## config.mk

```make
export PLATFORM = sky130hd
export DESIGN_NAME = strided_tensor_address_generator_unit
export DESIGN_NICKNAME = d
export VERILOG_FILES = /design/src/design/stag_pkg.sv /design/src/design/strided_tensor_address_generator_unit.sv
export SDC_FILE = /design/constraint.sdc
export NUM_CORES = 2
export LEC_CHECK = 0
export ABC_AREA = 1
export BUFFER_PORTS_ARGS = -buffer_cell sky130_fd_sc_hd__buf_2
export CAP_MARGIN = 0
export CORE_MARGIN = 2
export CORE_UTILIZATION = 61
export DETAILED_ROUTE_END_ITERATION = 10
export PLACE_DENSITY_LB_ADDON = 0.12
export REMOVE_ABC_BUFFERS = 1
export SYNTH_ARGS = -nofsm -noshare
export SYNTH_HDL_FRONTEND = slang
export SYNTH_SLANG_ARGS = --single-unit
```

## constraint.sdc

```tcl
create_clock -name i_clk -period 8.35 [get_ports i_clk]
set_input_delay 0 -clock i_clk [delete_from_list [all_inputs] [get_ports i_clk]]
set_output_delay 0 -clock i_clk [all_outputs]
set_load 0.02 [all_outputs]
```

## src/design/stag_pkg.sv

```systemverilog
// shared types and constants for the strided tensor address generator
package stag_pkg;

    // field widths
    localparam int IDX_W        = 48;
    localparam int EXT_W        = 32;
    localparam int STR_W        = 48;
    localparam int ESIZE_W      = 16;
    localparam int RANK_W       = 4;
    localparam int AXIS_W       = 3;
    localparam int ADDR_BITS    = 48;
    localparam int SUM_W        = ADDR_BITS + 1;
    localparam int RANK_CMP_W   = 5;

    // stream and configuration widths
    localparam int S_TDATA_W    = 136;
    localparam int M_TDATA_W    = 96;
    localparam int CFG_IDX_W    = 3;
    localparam int CFG_DATA_W   = 48;

    // default table depth
    localparam int MAX_RANK_DEF = 8;

    // divider step counter width
    localparam int DIV_CNT_W    = $clog2(IDX_W + 1);

    // input item kinds
    typedef enum logic {
        FUNC_LOAD  = 1'b0,
        FUNC_XLATE = 1'b1
    } t_func;

    // configuration register indexes
    typedef enum logic [CFG_IDX_W-1:0] {
        CFG_RANK     = 3'd0,
        CFG_ESIZE    = 3'd1,
        CFG_OFFSET   = 3'd2,
        CFG_COUNT    = 3'd3,
        CFG_SRC_BASE = 3'd4,
        CFG_DST_BASE = 3'd5
    } t_cfg_reg;

    // sequencer states
    typedef enum logic [3:0] {
        ST_IDLE,
        ST_FETCH,
        ST_DIV,
        ST_MUL_AX,
        ST_SRC_MUL,
        ST_SRC_BASE,
        ST_SRC_OFF,
        ST_DST_MUL,
        ST_DST_BASE,
        ST_DONE
    } t_state;

endpackage

```

## src/design/strided_tensor_address_generator_unit.sv

```systemverilog
// strided tensor address generator: axis table, sequencer and shared adder
//
//  channel   direction  fields (lowest bit first)
//  i_s_*     in         tuser: func; tdata: axis, axis_extent, axis_stride, element_index
//  o_m_*     out        tdata: source_address, dest_address
//  i_cfg_*   in         index, data (register write, always ready)
//
// a translate runs, for each axis in use, a table fetch, a divide and a multiply-accumulate,
// then scales by the element size and adds the source base and offset; the destination
// is its base plus the scaled index. the pace is set by the single 49-bit adder, which
// does one divider bit a cycle over the 48-bit index or one multiplier bit a cycle over up to 32 bits.
// reset is synchronous and clears control and configuration, not the axis table.
// a finished result waits in the output register; a new item is accepted meanwhile.
module strided_tensor_address_generator_unit
    import stag_pkg::*;
#(
    parameter int MAX_RANK = MAX_RANK_DEF
) (
    input  logic                  i_clk,
    input  logic                  i_rst_n,
    // configuration write channel
    input  logic                  i_cfg_valid,
    output logic                  o_cfg_ready,
    input  logic [CFG_IDX_W-1:0]  i_cfg_index,
    input  logic [CFG_DATA_W-1:0] i_cfg_data,
    // input stream
    input  logic                  i_s_tvalid,
    output logic                  o_s_tready,
    input  logic [S_TDATA_W-1:0]  i_s_tdata,  // axis, axis_extent, axis_stride, element_index
    input  logic                  i_s_tuser,  // func
    // result stream
    output logic                  o_m_tvalid,
    input  logic                  i_m_tready,
    output logic [M_TDATA_W-1:0]  o_m_tdata   // source_address, dest_address
);

    localparam int TAB_W = (MAX_RANK > 1) ? $clog2(MAX_RANK) : 1;
    localparam logic [DIV_CNT_W-1:0] DIV_LAST = DIV_CNT_W'(IDX_W - 1);

    // configuration registers
    logic [RANK_W-1:0]    r_rank;
    logic [ESIZE_W-1:0]   r_esize;
    logic [ADDR_BITS-1:0] r_offset;
    logic [IDX_W-1:0]     r_count;
    logic [ADDR_BITS-1:0] r_sbase;
    logic [ADDR_BITS-1:0] r_dbase;

    // axis table and its registered read
    logic [EXT_W-1:0]     r_ext_mem [MAX_RANK];
    logic [STR_W-1:0]     r_str_mem [MAX_RANK];
    logic [EXT_W-1:0]     r_ext_q;
    logic [STR_W-1:0]     r_str_q;

    // sequencer and datapath registers
    t_state               r_state, n_state;
    logic [TAB_W-1:0]     r_axis, n_axis;
    logic [DIV_CNT_W-1:0] r_cnt, n_cnt;
    logic [IDX_W-1:0]     r_idx, n_idx;
    logic [IDX_W-1:0]     r_quot, n_quot;
    logic [EXT_W-1:0]     r_part, n_part;
    logic [ADDR_BITS-1:0] r_acc, n_acc;
    logic [ADDR_BITS-1:0] r_mcand, n_mcand;
    logic [EXT_W-1:0]     r_mplier, n_mplier;
    logic [ADDR_BITS-1:0] r_src, n_src;
    logic                 r_m_valid;
    logic [M_TDATA_W-1:0] r_m_data;

    // input field unpacking
    logic                 s_accept;
    t_func                in_func;
    logic [AXIS_W-1:0]    in_axis;
    logic [EXT_W-1:0]     in_extent;
    logic [STR_W-1:0]     in_stride;
    logic [IDX_W-1:0]     in_index;
    logic [RANK_CMP_W-1:0] ld_axis;
    logic                 ld_ok;

    // shared adder
    logic [ADDR_BITS-1:0] u_a, u_b;
    logic                 u_sub;
    logic [SUM_W-1:0]     u_sum;
    logic                 u_carry;

    // misc control
    logic [RANK_CMP_W-1:0] used, first_axis;
    logic [EXT_W:0]        div_shift;
    logic                  out_free;
    logic                  in_range;

    assign s_accept   = i_s_tvalid && o_s_tready;
    assign in_func    = t_func'(i_s_tuser);
    assign in_axis    = i_s_tdata[2:0];
    assign in_extent  = i_s_tdata[34:3];
    assign in_stride  = i_s_tdata[82:35];
    assign in_index   = i_s_tdata[130:83];
    assign ld_axis    = RANK_CMP_W'(in_axis);
    assign ld_ok      = ld_axis < RANK_CMP_W'(MAX_RANK);

    assign o_cfg_ready = 1'b1;
    assign o_s_tready  = (r_state == ST_IDLE);
    assign o_m_tvalid  = r_m_valid;
    assign o_m_tdata   = r_m_data;

    // rank saturated to the table depth
    assign used       = (RANK_CMP_W'(r_rank) > RANK_CMP_W'(MAX_RANK)) ?
                        RANK_CMP_W'(MAX_RANK) : RANK_CMP_W'(r_rank);
    assign first_axis = used - RANK_CMP_W'(1);

    assign div_shift  = {r_part, r_quot[IDX_W-1]};
    assign out_free   = !r_m_valid || i_m_tready;

    // shared add / subtract unit, carry out means a >= b when subtracting
    assign u_sum    = {1'b0, u_a} + {1'b0, (u_sub ? ~u_b : u_b)} + SUM_W'(u_sub);
    assign u_carry  = u_sum[SUM_W-1];
    assign in_range = !u_carry;

    // configuration writes
    always_ff @(posedge i_clk) begin
        if (!i_rst_n) begin
            r_rank   <= RANK_W'(1);
            r_esize  <= ESIZE_W'(1);
            r_offset <= '0;
            r_count  <= '0;
            r_sbase  <= '0;
            r_dbase  <= '0;
        end else if (i_cfg_valid && o_cfg_ready) begin
            case (t_cfg_reg'(i_cfg_index))
                CFG_RANK:     r_rank   <= i_cfg_data[RANK_W-1:0];
                CFG_ESIZE:    r_esize  <= i_cfg_data[ESIZE_W-1:0];
                CFG_OFFSET:   r_offset <= i_cfg_data[ADDR_BITS-1:0];
                CFG_COUNT:    r_count  <= i_cfg_data[IDX_W-1:0];
                CFG_SRC_BASE: r_sbase  <= i_cfg_data[ADDR_BITS-1:0];
                CFG_DST_BASE: r_dbase  <= i_cfg_data[ADDR_BITS-1:0];
                default: ;
            endcase
        end
    end

    // axis table write on load transfers, registered read at the axis pointer
    always_ff @(posedge i_clk) begin
        if (s_accept && in_func == FUNC_LOAD && ld_ok) begin
            r_ext_mem[ld_axis[TAB_W-1:0]] <= in_extent;
            r_str_mem[ld_axis[TAB_W-1:0]] <= in_stride;
        end
        r_ext_q <= r_ext_mem[r_axis];
        r_str_q <= r_str_mem[r_axis];
    end

    // next state
    always_comb begin
        n_state = r_state;
        case (r_state)
            ST_IDLE: begin
                if (s_accept && in_func == FUNC_XLATE && in_range) begin
                    n_state = (used == '0) ? ST_SRC_MUL : ST_FETCH;
                end
            end
            ST_FETCH:    n_state = ST_DIV;
            ST_DIV: begin
                if (r_ext_q == '0 || r_cnt == DIV_LAST) begin
                    n_state = ST_MUL_AX;
                end
            end
            ST_MUL_AX: begin
                if (r_mplier == '0) begin
                    n_state = (r_axis == '0) ? ST_SRC_MUL : ST_FETCH;
                end
            end
            ST_SRC_MUL: begin
                if (r_mplier == '0) begin
                    n_state = ST_SRC_BASE;
                end
            end
            ST_SRC_BASE: n_state = ST_SRC_OFF;
            ST_SRC_OFF:  n_state = ST_DST_MUL;
            ST_DST_MUL: begin
                if (r_mplier == '0) begin
                    n_state = ST_DST_BASE;
                end
            end
            ST_DST_BASE: n_state = ST_DONE;
            ST_DONE: begin
                if (out_free) begin
                    n_state = ST_IDLE;
                end
            end
            default:     n_state = ST_IDLE;
        endcase
    end

    // datapath control and adder operands
    always_comb begin
        n_axis   = r_axis;
        n_cnt    = r_cnt;
        n_idx    = r_idx;
        n_quot   = r_quot;
        n_part   = r_part;
        n_acc    = r_acc;
        n_mcand  = r_mcand;
        n_mplier = r_mplier;
        n_src    = r_src;
        u_a      = r_acc;
        u_b      = r_mcand;
        u_sub    = 1'b0;
        case (r_state)
            ST_IDLE: begin
                // range check of the incoming index against the element count
                u_a      = in_index;
                u_b      = r_count;
                u_sub    = 1'b1;
                n_idx    = in_index;
                n_quot   = in_index;
                n_part   = '0;
                n_cnt    = '0;
                n_acc    = '0;
                n_axis   = first_axis[TAB_W-1:0];
                n_mcand  = '0;
                n_mplier = EXT_W'(r_esize);
            end
            ST_DIV: begin
                // one restoring divider bit per cycle
                u_a   = ADDR_BITS'(div_shift);
                u_b   = ADDR_BITS'(r_ext_q);
                u_sub = 1'b1;
                if (r_ext_q == '0) begin
                    n_mplier = '0;
                end else begin
                    n_part   = u_carry ? u_sum[EXT_W-1:0] : div_shift[EXT_W-1:0];
                    n_quot   = {r_quot[IDX_W-2:0], u_carry};
                    n_cnt    = r_cnt + DIV_CNT_W'(1);
                    n_mplier = n_part;
                    n_mcand  = r_str_q;
                end
            end
            ST_MUL_AX, ST_SRC_MUL, ST_DST_MUL: begin
                // one shift-add multiplier bit per cycle
                if (r_mplier != '0) begin
                    if (r_mplier[0]) begin
                        n_acc = u_sum[ADDR_BITS-1:0];
                    end
                    n_mplier = r_mplier >> 1;
                    n_mcand  = r_mcand << 1;
                end else if (r_state == ST_MUL_AX) begin
                    n_part = '0;
                    n_cnt  = '0;
                    if (r_axis == '0) begin
                        n_mcand  = r_acc;
                        n_acc    = '0;
                        n_mplier = EXT_W'(r_esize);
                    end else begin
                        n_axis = r_axis - TAB_W'(1);
                    end
                end
            end
            ST_SRC_BASE: begin
                u_b   = r_sbase;
                n_acc = u_sum[ADDR_BITS-1:0];
            end
            ST_SRC_OFF: begin
                u_b      = r_offset;
                n_src    = u_sum[ADDR_BITS-1:0];
                n_acc    = '0;
                n_mcand  = r_idx;
                n_mplier = EXT_W'(r_esize);
            end
            ST_DST_BASE: begin
                u_b   = r_dbase;
                n_acc = u_sum[ADDR_BITS-1:0];
            end
            default: ;
        endcase
    end

    // sequencer state
    always_ff @(posedge i_clk) begin
        if (!i_rst_n) begin
            r_state <= ST_IDLE;
        end else begin
            r_state <= n_state;
        end
    end

    // datapath registers
    always_ff @(posedge i_clk) begin
        r_axis   <= n_axis;
        r_cnt    <= n_cnt;
        r_idx    <= n_idx;
        r_quot   <= n_quot;
        r_part   <= n_part;
        r_acc    <= n_acc;
        r_mcand  <= n_mcand;
        r_mplier <= n_mplier;
        r_src    <= n_src;
    end

    // output register, source address in the low half
    always_ff @(posedge i_clk) begin
        if (!i_rst_n) begin
            r_m_valid <= 1'b0;
        end else if (r_state == ST_DONE && out_free) begin
            r_m_valid <= 1'b1;
        end else if (i_m_tready) begin
            r_m_valid <= 1'b0;
        end
    end

    always_ff @(posedge i_clk) begin
        if (r_state == ST_DONE && out_free) begin
            r_m_data <= {r_acc, r_src};
        end
    end

    // divider remainder stays below a non-zero extent
    a_div_part: assert property (@(posedge i_clk) disable iff (!i_rst_n)
        (r_state == ST_DIV && r_ext_q != '0) |-> (r_part < r_ext_q))
        else $error("divider remainder not below extent");

    // table reads stay inside the table
    a_fetch_axis: assert property (@(posedge i_clk) disable iff (!i_rst_n)
        (r_state == ST_FETCH) |-> (RANK_CMP_W'(r_axis) < RANK_CMP_W'(MAX_RANK)))
        else $error("axis pointer beyond table");

    // a translate within range starts the sequence
    a_start: assert property (@(posedge i_clk) disable iff (!i_rst_n)
        (s_accept && in_func == FUNC_XLATE && in_index < r_count)
        |=> (r_state == ST_FETCH || r_state == ST_SRC_MUL))
        else $error("in-range translate did not start");

    // a dropped or load transfer leaves the block ready
    a_no_start: assert property (@(posedge i_clk) disable iff (!i_rst_n)
        (s_accept && (in_func == FUNC_LOAD || in_index >= r_count))
        |=> (r_state == ST_IDLE))
        else $error("load or dropped index started a sequence");

    // leaving the final state always presents a result
    a_result: assert property (@(posedge i_clk) disable iff (!i_rst_n)
        (r_state == ST_DONE && out_free) |=> (o_m_tvalid && r_state == ST_IDLE))
        else $error("finished translate gave no result");

endmodule
```

==> metrics.md <==
| Metric | Value |
|---|---|
| Number of filler instances in the final layout | 6466 |
| Placeable core area | 0.09001 mm2 |
| Category of the worst setup path launch point | register |
| Global routing usage summed across all routing layers | 0.3416 |
| Worst hold margin | 0.03167 ns |
| Most used flip-flop cell after synthesis | sky130_fd_sc_hd__edfxtp_1 |
| Fin area | 0.06419 mm2 |
| Area delta synth->final | 15.96% |
| Min cycle time layout | 6.091 ns |
| Wire length per cell | 23.45 um |
| Number of max-slew violations in the final report | 0 |
| NumNets Final | 5822 |
| Post-synthesis area per instance | 10.66 um2 |
| Fraction of the core area covered by cells at the end of the flow | 0.7132 |
| TritonCTS clock tree | yes |
| End of the worst register-to-register path | r_mplier[14] |
| Cell taking the most area after synthesis | sky130_fd_sc_hd__edfxtp_1 |
| CTS clock-pin slew for the worst setup and hold paths | 0.07 ns |
| Arrival time at the worst endpoint | 6.58 ns |
| Number of instances in the synthesized netlist | 5195 |
| Number of gates resized after CTS | 0 |
| Number of hold buffers added after CTS | 187 |
| Post-DP HPWL | 98230 um |
| GPL Wtd Cong | 0.9681 |
| Area contributors post-synth | sky130_fd_sc_hd__edfxtp_1 (57%), sky130_fd_sc_hd__dfxtp_1 (11%), sky130_fd_sc_hd__nor2_1 (7.5%) |
| Number of detailed-routing iterations run before antenna repair | 6 |
| Routed via count divided by cell count | 6.033 |
| Share of synthesized area occupied by flip-flops and latches | 0.6764 |
| Maximum number of buffers from clock root to sink | 3 |
| Peak supply drop | 0.2993 mV |
| Vias | 41460 |
| Required time of the critical path | 8.84 ns |
| First-pass GRT wire length | 239900 um |
| Sum of negative setup slack | 0 ns |
| Synthesized flop and latch total | 1346 |
| Antenna violations before repair | 14 |
| Launch instance of the worst register-to-register path | r_state[1] |
| Setup repair after global routing missed its margin | false |
| Max incr delay on CP | 0.82 ns |
| Class of the tightest hold or removal check | in -> reg |
| Most numerous cell in the Yosys netlist | sky130_fd_sc_hd__nor2_1 |
| Outcome | finished clean |
| Gr ovfl total | 0 |
| F_max | 164.2 MHz |
| Placed standard-cell area | 0.05791 mm2 |
| Pwr Density | 450.3 mW/mm2 |
| Yosys Warn Count | 0 |
| Overall die height | 305.3 um |
| Remaining number of nets flagged by the antenna check after routing | 0 |
| Critical setup path kind | reg -> reg |
| Endpoints failing hold | 0 |
| Row count | 110 |
| Worst Min Path Start | i_s_tdata[113] |
| Worst r2r path cells | 19 |
| Maximum number of pins on one net before global-route repair | 177 |
| Cell at the root of the clock tree | sky130_fd_sc_hd__clkbuf_16 |
| # DRC | 0 |
| Count of unique library cells instantiated by Yosys | 52 |
| Number of enable flip-flop cells after synthesis | 1049 |
| Headroom to the max-slew limit | 0.1152 |
| Initial DRC count | 5433 |
| Wirelength, routed | 161200 um |
| Reg-to-reg slack, setup | 2.26 ns |
| Inserted Clock Buffers | 135 |
| Worst Max-Slew Pin Slew | 1.327 ns |
| Fraction of post-synthesis cell area in the top cell type by area | 0.5690 |
| Async SR Flop Fraction | 0 |
| End point of the most critical hold path | r_idx[30] |
| Clock latency on the worst-skew pair | 0.75 ns |
| Cell area after synthesis | 0.05536 mm2 |
| Total leakage power | 23.84 nW |
| IO buf count | 285 |
| Max Fanout on Critical Path | 36 |
| MaxCap Viol Count | 0 |
| Vias in the first global route | 39310 |
| Worst-path cell with the longest stage delay | sky130_fd_sc_hd__nor2_4 |
| Number of H-tree levels | 4 |
| Ranking of synthesized cells by instance count | sky130_fd_sc_hd__nor2_1 (1099), sky130_fd_sc_hd__edfxtp_1 (1049), sky130_fd_sc_hd__nand2_1 (688) |
| Number of placed I/O pins | 292 |
| Number of cells on the worst hold path | 2 |
| Crit-path cells | inv_1 > nand2_1 > nor2_4 > buf_4 > nand2_1 > o21ai_0 > a221oi_1 > nand2_1 > nor2_1 > a21oi_1 > ha_1 > a21oi_1 > o21a_1 > o21ai_0 > a31oi_1 > nand3_2 > buf_4 > o21ai_0 > o21ai_1 |
| Layout cells sized above 1 | 0.1076 |
| Die Outline Area | 0.09318 mm2 |
| Buffer count from post-CTS setup fixing | 0 |
| Die boundary width | 305.3 um |
| Category of the worst setup path capture point | register |
| Worst setup skew after layout | 0.02908 ns |
| Final worst-path cycle share | 0.7295 |
| Final-report setup violation count | 0 |
| # clock sinks | 1346 |
| Buffers & Inverters on Critical Path | 3 |
| Effective utilization at floorplan | 0.6150 |
| Kind of cell with the highest combined delay on the critical path | compound AO/OA/AOI/OAI gates |
-- per-layer routing --
metal,track usage,part of all wire,vias up
met5,0,0.00071,-
met4,0.1278,0.036,16
met1,0.4760,0.41,20010
li1,-,-,18920
met2,0.5389,0.46,2191
met3,0.06524,0.095,318
-- worst reg2reg max path, delay by kind of cell (launching register included) --
family                   cells  cell delay [ns]
adder cells (fa/ha/maj)      1             0.34
flip-flops                   1             0.42
AND/OR/NAND/NOR              6             1.71
AO/OA/AOI/OAI                9             1.97
buffers and inverters        3             1.39
-- worst max-delay path by stage --
stage / cells past startpoint / startpoint / to / slack [ns]
after CTS: 27 / r_state[1] / r_mplier[0] / 2.38
final: 19 / r_state[1] / r_mplier[14] / 2.26
after global placement: 17 / r_state[1] / r_mplier[14] / 2.44
after global routing: 27 / r_state[1] / r_mplier[0] / 1.86
after detailed placement: 19 / r_state[1] / r_mplier[0] / 2.40
after floorplan: 5 / r_axis[0] / r_ext_q[0] / -4.40
-- per-stage QoR --
| stage | instances | setup WS (ns) | power [mW] |
|---|---|---|---|
| after detailed placement | 6431 | 2.402 | 22.46 |
| final | 6872 | 2.259 | 28.90 |
| after global routing | 6871 | 1.858 | 30.41 |
| after floorplan | 4904 | -4.396 | 17.85 |
| after CTS | 6866 | 2.383 | 28.59 |
| after global placement | 6431 | 2.441 | 22.30 |
-- cell type report --
class                      count  area [um2]  share of cell area
clock inverter                62       591.8            0.009219
antenna                        6       15.01           0.0002339
inverter                     300        1146             0.01785
clock buffer                 186        3807             0.05931
timing repair buffer         538        3909             0.06089
multi-input combinational   3258       15810              0.2462
tap                         1176        1471             0.02292
sequential                  1346       37450              0.5833
-- sequential cells by signal (all words and copies together), names as in the netlist, 48 cells and up --
register,cells
r_count,48
r_quot,48
r_mcand,48
o_m_tdata,96
r_str_q,48
r_dbase,48
r_offset,48
r_sbase,48
r_str_mem,384
r_acc,48
r_idx,48
r_ext_mem,256
r_src,48
-- power breakdown --
group | total (mW) | leakage [nW] | switching, mW | internal (mW)
clock network | 6.03 | 2.16 | 2.55 | 3.48
registers | 9.76 | 12.2 | 0.587 | 9.18
logic | 13.1 | 9.47 | 9.53 | 3.58
total | 28.9 | 23.8 | 12.7 | 16.2
-- layout by cell type, fill, tap and decap left out, types with 8 or more instances in the layout --
cell type and n:
sky130_fd_sc_hd__o2111ai_1 55, sky130_fd_sc_hd__a21oi_1 169, sky130_fd_sc_hd__nor3_1 12, sky130_fd_sc_hd__ha_1 49, sky130_fd_sc_hd__nand4_1 19, sky130_fd_sc_hd__o22ai_1 81, sky130_fd_sc_hd__buf_2 284, sky130_fd_sc_hd__buf_4 58
sky130_fd_sc_hd__clkbuf_8 11, sky130_fd_sc_hd__dlygate4sd3_1 187, sky130_fd_sc_hd__xnor2_1 19, sky130_fd_sc_hd__nor4_1 18, sky130_fd_sc_hd__a31oi_1 92, sky130_fd_sc_hd__inv_2 8, sky130_fd_sc_hd__nand3_1 38, sky130_fd_sc_hd__xor2_1 45
sky130_fd_sc_hd__clkbuf_1 34, sky130_fd_sc_hd__o21a_1 16, sky130_fd_sc_hd__o221ai_1 13, sky130_fd_sc_hd__bufinv_16 9, sky130_fd_sc_hd__nand2_1 687, sky130_fd_sc_hd__dfxtp_1 297, sky130_fd_sc_hd__inv_1 282, sky130_fd_sc_hd__o21ai_1 15
sky130_fd_sc_hd__buf_12 9, sky130_fd_sc_hd__edfxtp_1 1049, sky130_fd_sc_hd__a22oi_1 25, sky130_fd_sc_hd__nor3_2 9, sky130_fd_sc_hd__clkinv_2 22, sky130_fd_sc_hd__a221oi_1 47, sky130_fd_sc_hd__nor2_1 1094, sky130_fd_sc_hd__nand2_2 13
sky130_fd_sc_hd__clkbuf_16 141, sky130_fd_sc_hd__o211ai_1 14, sky130_fd_sc_hd__o21ai_0 677, sky130_fd_sc_hd__clkinv_1 24
-- cells by family after synthesis --
group	count (synthesis)	share of synthesized area
xor+xnor	65	0.01042
simple gates	1918	0.1351
other cells	1	0.00006774
fa+ha+maj	50	0.01144
buf+inv	591	0.04066
flops	1346	0.6764
compound gates	1224	0.1259
No activity file was read; power rests on OpenSTA's default activity.
